==> src/rtl/core/pfsa_pkg.sv <==
// Package for the per-finger stiffness adaptation block.
// Holds the payload structs, register indexes, sizes and the controller state type.
// No dependencies.
package pfsa_pkg;

  localparam int FINGERS      = 4;
  localparam int THUMB_FINGER = 3;
  localparam int IDX_W        = (FINGERS > 4) ? $clog2(FINGERS) : 2;

  localparam int FORCE_W = 16;
  localparam int SQ_W    = 32;   // sum of three squares of Q8.8 values
  localparam int ROOT_W  = SQ_W / 2;
  localparam int STIFF_W = 35;
  localparam int ERR_W   = 19;
  localparam int PROD_W  = ERR_W + 32;
  localparam int ADJ_W   = PROD_W - 16;
  localparam int SUM_W   = STIFF_W + 2;

  localparam logic [1:0] CFG_FORCE_SETPOINT    = 2'd0;
  localparam logic [1:0] CFG_INITIAL_STIFFNESS = 2'd1;
  localparam logic [1:0] CFG_ADAPT_GAIN        = 2'd2;

  localparam logic OP_SAMPLE   = 1'b0;
  localparam logic OP_ACTIVITY = 1'b1;

  typedef struct packed {
    logic                       operation;
    logic [1:0]                 finger;
    logic signed [FORCE_W-1:0]  force_x;
    logic signed [FORCE_W-1:0]  force_y;
    logic signed [FORCE_W-1:0]  force_z;
    logic                       activate;
  } in_item_t;

  typedef struct packed {
    logic               all_fingers;
    logic [1:0]         finger_out;
    logic [STIFF_W-1:0] stiffness;
    logic               spring_active;
    logic [ROOT_W-1:0]  force_magnitude;
  } out_item_t;

  typedef enum logic [3:0] {
    S_IDLE,
    S_SWEEP,
    S_SQUARE,
    S_SUM,
    S_START,
    S_SQRT,
    S_MUL,
    S_CLAMP,
    S_EMIT
  } state_t;

endpackage

==> src/rtl/core/pfsa_ram.sv <==
// Generic single-write, single-read synchronous RAM with a registered read port.
// Standalone; used for the per-finger stiffness store.
module pfsa_ram #(
  parameter int WIDTH = 8,
  parameter int DEPTH = 4
) (
  input  logic                     clk,
  input  logic                     we,
  input  logic [$clog2(DEPTH)-1:0] waddr,
  input  logic [WIDTH-1:0]         wdata,
  input  logic [$clog2(DEPTH)-1:0] raddr,
  output logic [WIDTH-1:0]         rdata
);

  logic [WIDTH-1:0] mem [DEPTH];

  always_ff @(posedge clk) begin
    if (we) begin
      mem[waddr] <= wdata;
    end
    rdata <= mem[raddr];
  end

endmodule

==> src/rtl/core/pfsa_sqrt.sv <==
// Iterative floor square root, one result bit per cycle.
// Depends on pfsa_pkg for the operand widths.
module pfsa_sqrt (
  input  logic                        clk,
  input  logic                        rst,
  input  logic                        start,
  input  logic [pfsa_pkg::SQ_W-1:0]   radicand,
  output logic                        done,
  output logic [pfsa_pkg::ROOT_W-1:0] root
);

  localparam int REM_W = pfsa_pkg::ROOT_W + 2;
  localparam int CNT_W = $clog2(pfsa_pkg::ROOT_W);

  logic                       busy;
  logic [CNT_W-1:0]           cnt;
  logic [pfsa_pkg::SQ_W-1:0]  rad;
  logic [REM_W-1:0]           rem;
  logic [REM_W+1:0]           rem_t;
  logic [REM_W+1:0]           trial;
  logic                       fits;

  assign rem_t = {rem, rad[pfsa_pkg::SQ_W-1 -: 2]};
  assign trial = {2'b00, root, 2'b01};
  assign fits  = (rem_t >= trial);

  always_ff @(posedge clk) begin
    if (rst) begin
      busy <= 1'b0;
      done <= 1'b0;
      cnt  <= '0;
    end else if (start) begin
      busy <= 1'b1;
      done <= 1'b0;
      cnt  <= '0;
    end else if (busy) begin
      cnt <= cnt + 1'b1;
      if (int'(cnt) == pfsa_pkg::ROOT_W - 1) begin
        busy <= 1'b0;
        done <= 1'b1;
      end
    end else begin
      done <= 1'b0;
    end
  end

  // Restoring method: bring down two radicand bits, try to subtract 4*root+1.
  always_ff @(posedge clk) begin
    if (start) begin
      rad  <= radicand;
      rem  <= '0;
      root <= '0;
    end else if (busy) begin
      rad <= {rad[pfsa_pkg::SQ_W-3:0], 2'b00};
      if (fits) begin
        rem  <= REM_W'(rem_t - trial);
        root <= {root[pfsa_pkg::ROOT_W-2:0], 1'b1};
      end else begin
        rem  <= rem_t[REM_W-1:0];
        root <= {root[pfsa_pkg::ROOT_W-2:0], 1'b0};
      end
    end
  end

endmodule

==> src/rtl/core/per_finger_stiffness_adaptation.sv <==
// Per-finger stiffness adaptation: top level with controller and update datapath.
// Depends on pfsa_pkg, pfsa_ram (stiffness store) and pfsa_sqrt (force magnitude).
//
// Usage:
//   in_valid/in_ready/in_item carry force samples and activity requests. One
//   transaction is taken at a time; in_ready is high only while the block idles.
//   out_valid/out_ready/out_item carry spring commands, held in an output
//   register, so a new transaction may be taken while a command waits there.
//   cfg_valid/cfg_ready/cfg_index/cfg_data write the target force, initial
//   stiffness and adaptation gain; cfg_ready is always high.
// Processing:
//   An activity request rewrites every finger entry of the stiffness RAM, one
//   entry a cycle, before its command. A force sample goes through the
//   squares, sum, 16 steps of the bit-serial square root, the gain multiply,
//   then the clamped read-modify-write of that finger's entry.
//   The next transaction is taken only once the controller is idle again.
//   Samples while inactive are dropped in the cycle they are taken.
// Reset clears the state, config registers, active flag and output valid; the RAM is
// written by the first activity request. When the receiver stalls, one command
// waits in the output register, the next finished command waits in the
// controller, and no further transaction is taken until the register frees.
module per_finger_stiffness_adaptation (
  input  logic                clk,
  input  logic                rst,
  input  logic                in_valid,
  output logic                in_ready,
  input  pfsa_pkg::in_item_t  in_item,
  output logic                out_valid,
  input  logic                out_ready,
  output pfsa_pkg::out_item_t out_item,
  input  logic                cfg_valid,
  output logic                cfg_ready,
  input  logic [1:0]          cfg_index,
  input  logic [31:0]         cfg_data
);

  pfsa_pkg::state_t state, state_next;

  logic [15:0]        force_setpoint;
  logic [31:0]        initial_stiffness;
  logic signed [31:0] adapt_gain;
  logic               active_flag;

  pfsa_pkg::in_item_t  item;
  pfsa_pkg::out_item_t res;

  logic [pfsa_pkg::IDX_W-1:0]         sweep_cnt;
  logic [2*pfsa_pkg::FORCE_W-2:0]     sq_x, sq_y, sq_z;
  logic [pfsa_pkg::SQ_W-1:0]          sum_sq;
  logic [pfsa_pkg::ROOT_W-1:0]        mag;
  logic signed [pfsa_pkg::ERR_W-1:0]  err;
  logic signed [pfsa_pkg::PROD_W-1:0] prod;
  logic [pfsa_pkg::STIFF_W-1:0]       kmax;

  logic [17:0]                         target3;
  logic signed [pfsa_pkg::ADJ_W-1:0]   adj;
  logic signed [pfsa_pkg::SUM_W-1:0]   k_sum;
  logic [pfsa_pkg::STIFF_W-1:0]        k_clamped;

  logic                               in_fire;
  logic                               take_sample;
  logic                               sweep_last;
  logic                               sqrt_start;
  logic                               sqrt_done;
  logic [pfsa_pkg::ROOT_W-1:0]        sqrt_root;
  logic                               out_free;

  logic                               ram_we;
  logic [pfsa_pkg::IDX_W-1:0]         ram_waddr;
  logic [pfsa_pkg::STIFF_W-1:0]       ram_wdata;
  logic [pfsa_pkg::IDX_W-1:0]         ram_raddr;
  logic [pfsa_pkg::STIFF_W-1:0]       ram_rdata;

  assign cfg_ready   = 1'b1;
  assign in_fire     = in_valid && in_ready;
  assign take_sample = active_flag && (int'(in_item.finger) < pfsa_pkg::FINGERS);
  assign sweep_last  = (int'(sweep_cnt) == pfsa_pkg::FINGERS - 1);
  assign out_free    = !out_valid || out_ready;
  assign ram_raddr   = pfsa_pkg::IDX_W'(item.finger);

  // ---------------------------------------------------------------- storage
  pfsa_ram #(
    .WIDTH (pfsa_pkg::STIFF_W),
    .DEPTH (pfsa_pkg::FINGERS)
  ) u_stiff_ram (
    .clk   (clk),
    .we    (ram_we),
    .waddr (ram_waddr),
    .wdata (ram_wdata),
    .raddr (ram_raddr),
    .rdata (ram_rdata)
  );

  pfsa_sqrt u_sqrt (
    .clk      (clk),
    .rst      (rst),
    .start    (sqrt_start),
    .radicand (sum_sq),
    .done     (sqrt_done),
    .root     (sqrt_root)
  );

  // ---------------------------------------------------------------- config
  always_ff @(posedge clk) begin
    if (rst) begin
      force_setpoint    <= '0;
      initial_stiffness <= '0;
      adapt_gain        <= '0;
    end else if (cfg_valid && cfg_ready) begin
      case (cfg_index)
        pfsa_pkg::CFG_FORCE_SETPOINT:    force_setpoint    <= cfg_data[15:0];
        pfsa_pkg::CFG_INITIAL_STIFFNESS: initial_stiffness <= cfg_data;
        pfsa_pkg::CFG_ADAPT_GAIN:        adapt_gain        <= cfg_data;
        default: ;
      endcase
    end
  end

  // ---------------------------------------------------------------- FSM
  always_ff @(posedge clk) begin
    if (rst) begin
      state <= pfsa_pkg::S_IDLE;
    end else begin
      state <= state_next;
    end
  end

  always_comb begin
    state_next = state;
    case (state)
      pfsa_pkg::S_IDLE: begin
        if (in_fire) begin
          if (in_item.operation == pfsa_pkg::OP_ACTIVITY) begin
            state_next = pfsa_pkg::S_SWEEP;
          end else if (take_sample) begin
            state_next = pfsa_pkg::S_SQUARE;
          end
        end
      end
      pfsa_pkg::S_SWEEP:  if (sweep_last) state_next = pfsa_pkg::S_EMIT;
      pfsa_pkg::S_SQUARE: state_next = pfsa_pkg::S_SUM;
      pfsa_pkg::S_SUM:    state_next = pfsa_pkg::S_START;
      pfsa_pkg::S_START:  state_next = pfsa_pkg::S_SQRT;
      pfsa_pkg::S_SQRT:   if (sqrt_done) state_next = pfsa_pkg::S_MUL;
      pfsa_pkg::S_MUL:    state_next = pfsa_pkg::S_CLAMP;
      pfsa_pkg::S_CLAMP:  state_next = pfsa_pkg::S_EMIT;
      pfsa_pkg::S_EMIT:   if (out_free) state_next = pfsa_pkg::S_IDLE;
      default:            state_next = pfsa_pkg::S_IDLE;
    endcase
  end

  always_comb begin
    in_ready   = 1'b0;
    sqrt_start = 1'b0;
    ram_we     = 1'b0;
    ram_waddr  = sweep_cnt;
    ram_wdata  = pfsa_pkg::STIFF_W'(initial_stiffness);
    case (state)
      pfsa_pkg::S_IDLE:  in_ready = 1'b1;
      pfsa_pkg::S_SWEEP: ram_we = 1'b1;
      pfsa_pkg::S_START: sqrt_start = 1'b1;
      pfsa_pkg::S_CLAMP: begin
        ram_we    = 1'b1;
        ram_waddr = ram_raddr;
        ram_wdata = k_clamped;
      end
      default: ;
    endcase
  end

  // ---------------------------------------------------------------- datapath
  assign target3 = (int'(item.finger) == pfsa_pkg::THUMB_FINGER)
                   ? ({2'b00, force_setpoint} + {1'b0, force_setpoint, 1'b0})
                   : {2'b00, force_setpoint};

  // Arithmetic shift floors the signed Q35.16 product to a Q35.0 adjustment.
  assign adj   = pfsa_pkg::ADJ_W'(prod >>> 16);
  assign k_sum = $signed({2'b00, ram_rdata}) + pfsa_pkg::SUM_W'(adj);

  always_comb begin
    if (k_sum < 0) begin
      k_clamped = '0;
    end else if (k_sum > $signed({2'b00, kmax})) begin
      k_clamped = kmax;
    end else begin
      k_clamped = k_sum[pfsa_pkg::STIFF_W-1:0];
    end
  end

  always_ff @(posedge clk) begin
    if (rst) begin
      active_flag <= 1'b0;
      sweep_cnt   <= '0;
    end else begin
      if (in_fire && in_item.operation == pfsa_pkg::OP_ACTIVITY) begin
        active_flag <= in_item.activate;
        sweep_cnt   <= '0;
      end else if (state == pfsa_pkg::S_SWEEP) begin
        sweep_cnt <= sweep_cnt + 1'b1;
      end
    end
  end

  always_ff @(posedge clk) begin
    if (in_fire) begin
      item <= in_item;
    end
    case (state)
      pfsa_pkg::S_SWEEP: begin
        res.all_fingers     <= 1'b1;
        res.finger_out      <= 2'd0;
        res.stiffness       <= pfsa_pkg::STIFF_W'(initial_stiffness);
        res.spring_active   <= active_flag;
        res.force_magnitude <= '0;
      end
      pfsa_pkg::S_SQUARE: begin
        sq_x <= (2*pfsa_pkg::FORCE_W-1)'(item.force_x * item.force_x);
        sq_y <= (2*pfsa_pkg::FORCE_W-1)'(item.force_y * item.force_y);
        sq_z <= (2*pfsa_pkg::FORCE_W-1)'(item.force_z * item.force_z);
      end
      pfsa_pkg::S_SUM: begin
        sum_sq <= pfsa_pkg::SQ_W'(sq_x) + pfsa_pkg::SQ_W'(sq_y) + pfsa_pkg::SQ_W'(sq_z);
      end
      pfsa_pkg::S_SQRT: begin
        if (sqrt_done) begin
          mag <= sqrt_root;
          err <= $signed({1'b0, target3}) - $signed({3'b000, sqrt_root});
        end
      end
      pfsa_pkg::S_MUL: begin
        prod <= err * adapt_gain;
        kmax <= {3'b000, initial_stiffness} + {1'b0, initial_stiffness, 2'b00};
      end
      pfsa_pkg::S_CLAMP: begin
        res.all_fingers     <= 1'b0;
        res.finger_out      <= item.finger;
        res.stiffness       <= k_clamped;
        res.spring_active   <= 1'b1;
        res.force_magnitude <= mag;
      end
      default: ;
    endcase
  end

  // ---------------------------------------------------------------- output
  always_ff @(posedge clk) begin
    if (rst) begin
      out_valid <= 1'b0;
    end else if (state == pfsa_pkg::S_EMIT && out_free) begin
      out_valid <= 1'b1;
    end else if (out_ready) begin
      out_valid <= 1'b0;
    end
  end

  always_ff @(posedge clk) begin
    if (state == pfsa_pkg::S_EMIT && out_free) begin
      out_item <= res;
    end
  end

`ifndef SYNTHESIS
  a_root_floor: assert property (@(posedge clk) disable iff (rst)
    sqrt_done && state == pfsa_pkg::S_SQRT |->
      (34'(sqrt_root) * 34'(sqrt_root) <= 34'(sum_sq)) &&
      ((34'(sqrt_root) + 34'd1) * (34'(sqrt_root) + 34'd1) > 34'(sum_sq)))
    else $error("square root result is not the floor root of the sum of squares");

  a_clamp_range: assert property (@(posedge clk) disable iff (rst)
    state == pfsa_pkg::S_CLAMP |-> ram_wdata <= kmax)
    else $error("stiffness written above five times the initial stiffness");

  a_activity_sweep: assert property (@(posedge clk) disable iff (rst)
    in_fire && in_item.operation == pfsa_pkg::OP_ACTIVITY |=>
      state == pfsa_pkg::S_SWEEP && sweep_cnt == '0 &&
      active_flag == $past(in_item.activate))
    else $error("activity request did not start the reload sweep");

  a_ram_write_owner: assert property (@(posedge clk) disable iff (rst)
    ram_we |-> state == pfsa_pkg::S_SWEEP || state == pfsa_pkg::S_CLAMP)
    else $error("stiffness RAM written outside sweep or update");

  a_all_fingers_fields: assert property (@(posedge clk) disable iff (rst)
    out_valid && out_item.all_fingers |->
      out_item.finger_out == 2'd0 && out_item.force_magnitude == '0)
    else $error("all-finger command carries finger or magnitude");
`endif

endmodule
==> config.mk <==
export PLATFORM = sky130hd
export DESIGN_NAME = per_finger_stiffness_adaptation
export DESIGN_NICKNAME = d
export VERILOG_FILES = /design/src/rtl/core/pfsa_pkg.sv /design/src/rtl/core/pfsa_ram.sv /design/src/rtl/core/pfsa_sqrt.sv /design/src/rtl/core/per_finger_stiffness_adaptation.sv
export SDC_FILE = /design/constraint.sdc
export NUM_CORES = 2
export LEC_CHECK = 0
export ABC_AREA = 1
export BUFFER_PORTS_ARGS = -buffer_cell sky130_fd_sc_hd__buf_2
export CAP_MARGIN = 0
export CELL_PAD_IN_SITES_DETAIL_PLACEMENT = 0
export CELL_PAD_IN_SITES_GLOBAL_PLACEMENT = 1
export CORE_ASPECT_RATIO = 0.9
export CORE_MARGIN = 1.5
export CORE_UTILIZATION = 35
export CTS_BUF_LIST = sky130_fd_sc_hd__clkbuf_8 sky130_fd_sc_hd__clkbuf_16
export CTS_CLUSTER_SIZE = 14
export DETAILED_ROUTE_END_ITERATION = 7
export PLACE_DENSITY_LB_ADDON = 0.1
export SLEW_MARGIN = 40
export SYNTH_ARGS = -nofsm -noshare
export SYNTH_HDL_FRONTEND = slang
export SYNTH_SLANG_ARGS = --single-unit
==> constraint.sdc <==
create_clock -name clk -period 7.5 [get_ports clk]
set_input_delay 1.125 -clock clk [delete_from_list [all_inputs] [get_ports clk]]
set_output_delay 1.125 -clock clk [all_outputs]
set_load 0.005 [all_outputs]
# [Word level (Yosys, flattened, before mapping)]
# Memories as Yosys holds them, arrays and structs flattened. A register that Yosys moved wholly into a read port is not among the register bits.
# Index checks and enable logic that the tools add are counted.
[op_classes] n_eq_ne=18 bitwise_logic=1 mux=27 order_cmp=3 reduce_logical=19 n_addsub=9 multipliers=4
[ops] operator="$pmux W55 S2" count=1
[ops] operator="$mux W35" count=3
[ops] operator="$mul A16 B16 Y31" count=3
[ops] operator="$mux W32" count=2
[ops] operator="$mul A19 B32 Y51" count=1
[ops] operator="$add A36 B35 Y37" count=1
[ops] operator="$gt A37 B36 Y1" count=1
[ops] operator="$lt A37 B1 Y1 const B" count=1
[ops] operator="$mux W18" count=2
[ops] operator="$pmux W4 S9" count=1
[ops] operator="$add A32 B34 Y35" count=1
[ops] operator="$add A31 B31 Y32" count=1
[ops] operator="$add A32 B31 Y32" count=1
[ops] operator="$mux W4" count=6
[ops] operator="$ge A20 B18 Y1" count=1
[ops] operator="$sub A18 B16 Y19" count=1
[ops] operator="$add A16 B17 Y18" count=1
[ops] operator="$sub A18 B18 Y18" count=1
[ops] operator="$eq A4 B3 Y1 const B" count=4
[ops] operator="$mux W1" count=11
[ops] operator="$eq A4 B1 Y1 const B" count=2
[ops] operator="$eq A4 B2 Y1 const B" count=2
[ops] operator="$reduce_and A2 Y1" count=4
[ops] operator="$eq A2 B1 Y1 const B" count=3
[ops] operator="18 further kinds" count=26
[word_totals] inputBits=91 elab_cells=117 output_inout_bits=58 ff_bits=566 ramBits=140 n_memories=1
[memory_table] name="u_stiff_ram.mem" depth=4 width=35 read_ports=1 rd_ports_with_merged_regs=1 write_ports=1 line_no="pfsa_ram.sv:15" source="logic [WIDTH-1:0] mem [DEPTH];"

# [Longest topological paths before layout]
[logic_depth] word_depth=5 ltp_mapped=33

# [Cells and area by module]
# From an unflattened synthesis, not the netlist that was laid out.
[hier_totals] hier_cells=9317 area_unflattened_um2=82666.8
[modules_own_cells] module="per_finger_stiffness_adaptation" seq_area_each_um2=13382.8 instances=1 cells_each=8198 area_per_inst_um2=72000.3
[modules_own_cells] module="pfsa_ram" seq_area_each_um2=4904.7 instances=1 cells_each=591 area_per_inst_um2=6663.9
[modules_own_cells] module="pfsa_sqrt" seq_area_each_um2=1761.7 instances=1 cells_each=528 area_per_inst_um2=4002.6

# [Worst setup path after synthesis]
# Ideal clock, no wire load.
[synth_path] path_kind="flip-flop to flip-flop" startpoint="register err[5] (netlist bit)" endpoint="register prod[45] (netlist bit), data pin" n_path_buf=1 required_ps=7244 slack_ps=1362 path_stages_with_launch=22 period_less_slack_ps=6138 arrival_ps=5882 cell_sequence="edfxtp_1 > clkbuf_1 > nand2_1 > fa_1 > inv_1 > fa_1 > fa_1 > fa_1 > fa_1 > inv_1 > fa_1 > inv_1 > ha_1 > ha_1 > nand2_1 > nor2_1 > inv_1 > nor4_1 > a21boi_0 > nor2_1 > nand2_1 > nand2_1"
[synth_between] elab_chain_cells=1
[synth_rtl] element="from (decl)" line_no="per_finger_stiffness_adaptation.sv:51" source="logic signed [pfsa_pkg::ERR_W-1:0] err;"
[synth_rtl] element="from (signal assigned)" line_no="per_finger_stiffness_adaptation.sv:227" source="err <= $signed({1'b0, target3}) - $signed({3'b000, sqrt_root});"
[synth_rtl] element="$mul A19 B32 Y51" line_no="per_finger_stiffness_adaptation.sv:231" source="prod <= err * adapt_gain;"
[synth_rtl] element="to (signal assigned)" line_no="per_finger_stiffness_adaptation.sv:231"
[synth_rtl] element="to (decl)" line_no="per_finger_stiffness_adaptation.sv:52" source="logic signed [pfsa_pkg::PROD_W-1:0] prod;"
# Every way passes these cells.
# A chain may end at the register's enable or synchronous reset.

# [Final worst setup path]
[layout_path] startpoint="register err[18] (netlist bit)" endpoint="register prod[40] (netlist bit), data pin"
# The elaborated chain is that of the path after synthesis.

==> reports/results.tsv <==
metric	value	unit
wire_per_inst	18.9	um
layout.nets	11100	
cp_common_cell	fa_1	
drtAntennaViolNets	0	
drc_errors	0	
worst-path-max-fanout	20	
outcome	finished, final reports clean	
yosysWarningCount	0	
hold_violations	0	
vias_per_cell	4.63	
drv_cap	0	
min_path_type	reg2reg	
fin_cells	12300	
synthMuxAreaShare	0	%
synth_cell_types	57	
synth_xor_xnor_area_share	3.23	%
dp_hpwl	191	mm
skew	0.0717	ns
synth-edff-count	559	
synth_top_area_cell	fa_1	
finalCriticalPeriod	6.94	ns
die_w	512	um
worstRegToRegCells	22	
tritoncts	yes	
grt_pass1_wl	363	mm
drt_iter0_drc	2877	
netlist_area	81500	sq um
die-area	236000	sq um
whs	0.399	ns
final_layout_size_suffix_gt1_share	5.52	%
crit_start	err[18]	
cp-endpoint	prod[40]	
synth_top_family_by_area	adder cells	
path_cells	clkinv_1 > buf_4 > nor2_1 > fa_1 > fa_1 > fa_1 > fa_1 > fa_1 > fa_1 > ha_1 > ha_1 > nand2_1 > nor2_1 > inv_1 > nor2_1 > inv_1 > nor4_1 > a21oi_1 > o21ai_1 > nand3_1 > nand3_1 > nand2_1	
clockBufferDepth	3	
finalCritPeriodShare	92.5	%
ys_ff_latch	722	
track_usage	20.0	%
synthArstFlopShare	0	%
cts_resized	0	
io_pins	149	
postRouteWirelength	231	mm
root_buffer	clkbuf_16	
drv_slew	0	
gp_congestion	0.886	
h-tree-depth	3	
yosysMostFrequentCell	inv_1	
reg2reg_from	err[18]	
ys.flop_type	edfxtp_1	
synth_area_per_cell	9.03	sq um
clk_latency	0.76	ns
worst_pin_slew	0.870	ns
post-cts-setup-buffer-count	0	
core.rowCount	167	
cp_data_required_time	7.97	ns
dp_cells	12100	
tns	0	ns
numCtsBuffers	89	
slowest_stage	clkinv_1	
crit_arrival	7.41	ns
critical-path-max-stage-delay	0.67	ns
crit_type	reg2reg	
r2r-end	prod[40]	
yosys-top-cells-area	fa_1 (33%), edfxtp_1 (21%), inv_1 (11%)	
synth_compound_gate_area_share	6.46	%
rsz0062_at_grt	false	
chipHeight	461	um
yosysTopAreaCellShare	32.5	%
postSynthCellCount	9025	
cp-start-kind	register	
cts.clk_slew.worst_paths	0.08	ns
fillers	23600	
slew_headroom	41.4	%
antenna_found_initial	5	
vias	56700	
cts_sinks	722	
ys_seq_area_share	24.6	%
synth-simple-area-share	12.2	%
fmax	0.144	GHz
rrSetupSlack	0.56	ns
end_kind	register	
grt_pass1_vias	61200	
start_util	35.3	%
synth_fa_ha_area_share	41.2	%
final_util	38.8	%
setup_violations	0	
ys_top_cells_by_count	inv_1 (2,371), nand2_1 (1,696), fa_1 (1,323)	
area_growth	9.84	%
cts_hold_buf	0	
grt_max_degree	68	
grt-ovfl-total	0	
regArea	20100	sq um
dr.pass1.iters	5	
multiInputGateArea	51500	sq um
io_buffers	147	
core_area	231000	sq um
registers in the layout, summed over array words and instances, names as in the netlist, 16 cells and up:
signal             cells
out_item              55
u_stiff_ram.rdata     35
sq_x                  30
res                   55
u_sqrt.root           16
force_setpoint        16
kmax                  35
u_stiff_ram.mem      140
mag                   16
err                   19
prod                  35
sq_z                  30
adapt_gain            32
sq_y                  30
u_sqrt.rad            32
sum_sq                32
u_sqrt.rem            18
initial_stiffness     32
item                  48
critical path, delay by kind of cell (launching register included):
kind | cells | cell delay [ns]
AOI/OAI and AO/OA | 2 | 0.57
adders and majority gates | 8 | 3.44
buffers and inverters | 4 | 1.21
DFF | 1 | 0.36
and+or+nand+nor | 8 | 1.08
how the worst min path moves through the flow:
stage,start,endpoint,slack [ns],depth (start not counted)
4_1_cts,res[51],out_item[51],0.40,0
3_5_place_dp,res[40],out_item[40],0.40,0
6_report,res[51],out_item[51],0.40,0
5_1_grt,res[51],out_item[51],0.42,0
2_1_floorplan,res[0],out_item[0],0.40,0
3_3_place_gp,res[45],out_item[45],0.40,0
final cells by class:
| class | count | area share, % |
|---|---|---|
| flip-flops and latches | 722 | 22.4 |
| repair buffers | 297 | 2.33 |
| well taps | 3042 | 4.25 |
| clock buffers | 98 | 2.63 |
| multi-input cells | 5640 | 57.5 |
| diodes | 3 | 0.00839 |
| inverters | 2381 | 9.99 |
| clock inverters | 70 | 0.851 |
kinds of logic after synthesis:
kind of cell    after synthesis
compound gates              958
flops                       722
other cells                   2
buf+inv                    2665
xor+xnor                    296
simple gates               2494
fa+ha+maj                  1888
through the flow:
step	worst slack, ns	cell area (sq um)
floorplan	1.36	81500
global placement	0.360	86300
detailed placement	0.581	86400
CTS	0.554	89500
global route	0.173	89500
finish	0.561	89500
cells in the final DEF (no fill, tap or decap), drive strengths merged, types with 21 or more instances in the layout:
| cell | Yosys | layout |
|---|---|---|
| a21oi | 398 | 398 |
| a31oi | 42 | 42 |
| buf | 19 | 297 |
| clkbuf | 265 | 98 |
| clkinv | 4 | 28 |
| dfxtp | 163 | 163 |
| edfxtp | 559 | 559 |
| fa | 1323 | 1323 |
| ha | 565 | 565 |
| inv | 2377 | 2411 |
| nand2 | 1699 | 1699 |
| nand3 | 187 | 187 |
| nand4 | 25 | 25 |
| nor2 | 490 | 490 |
| nor3 | 36 | 36 |
| nor4 | 23 | 23 |
| o21ai | 347 | 347 |
| o22ai | 37 | 37 |
| or2 | 21 | 21 |
| xnor2 | 126 | 126 |
| xor2 | 170 | 170 |
routing by layer:
layer,global-route usage (%),vias to the layer above,part of all wire (%)
met4,5.04,0,2.5
li1,-,27500,-
met1,26.1,28300,44
met2,35.6,754,50
met5,0,-,0
met3,1.92,216,2.8
Power is left out: the tool's default activity adds up to more than one toggle a clock period on the data nets, which glitch-free logic cannot reach.
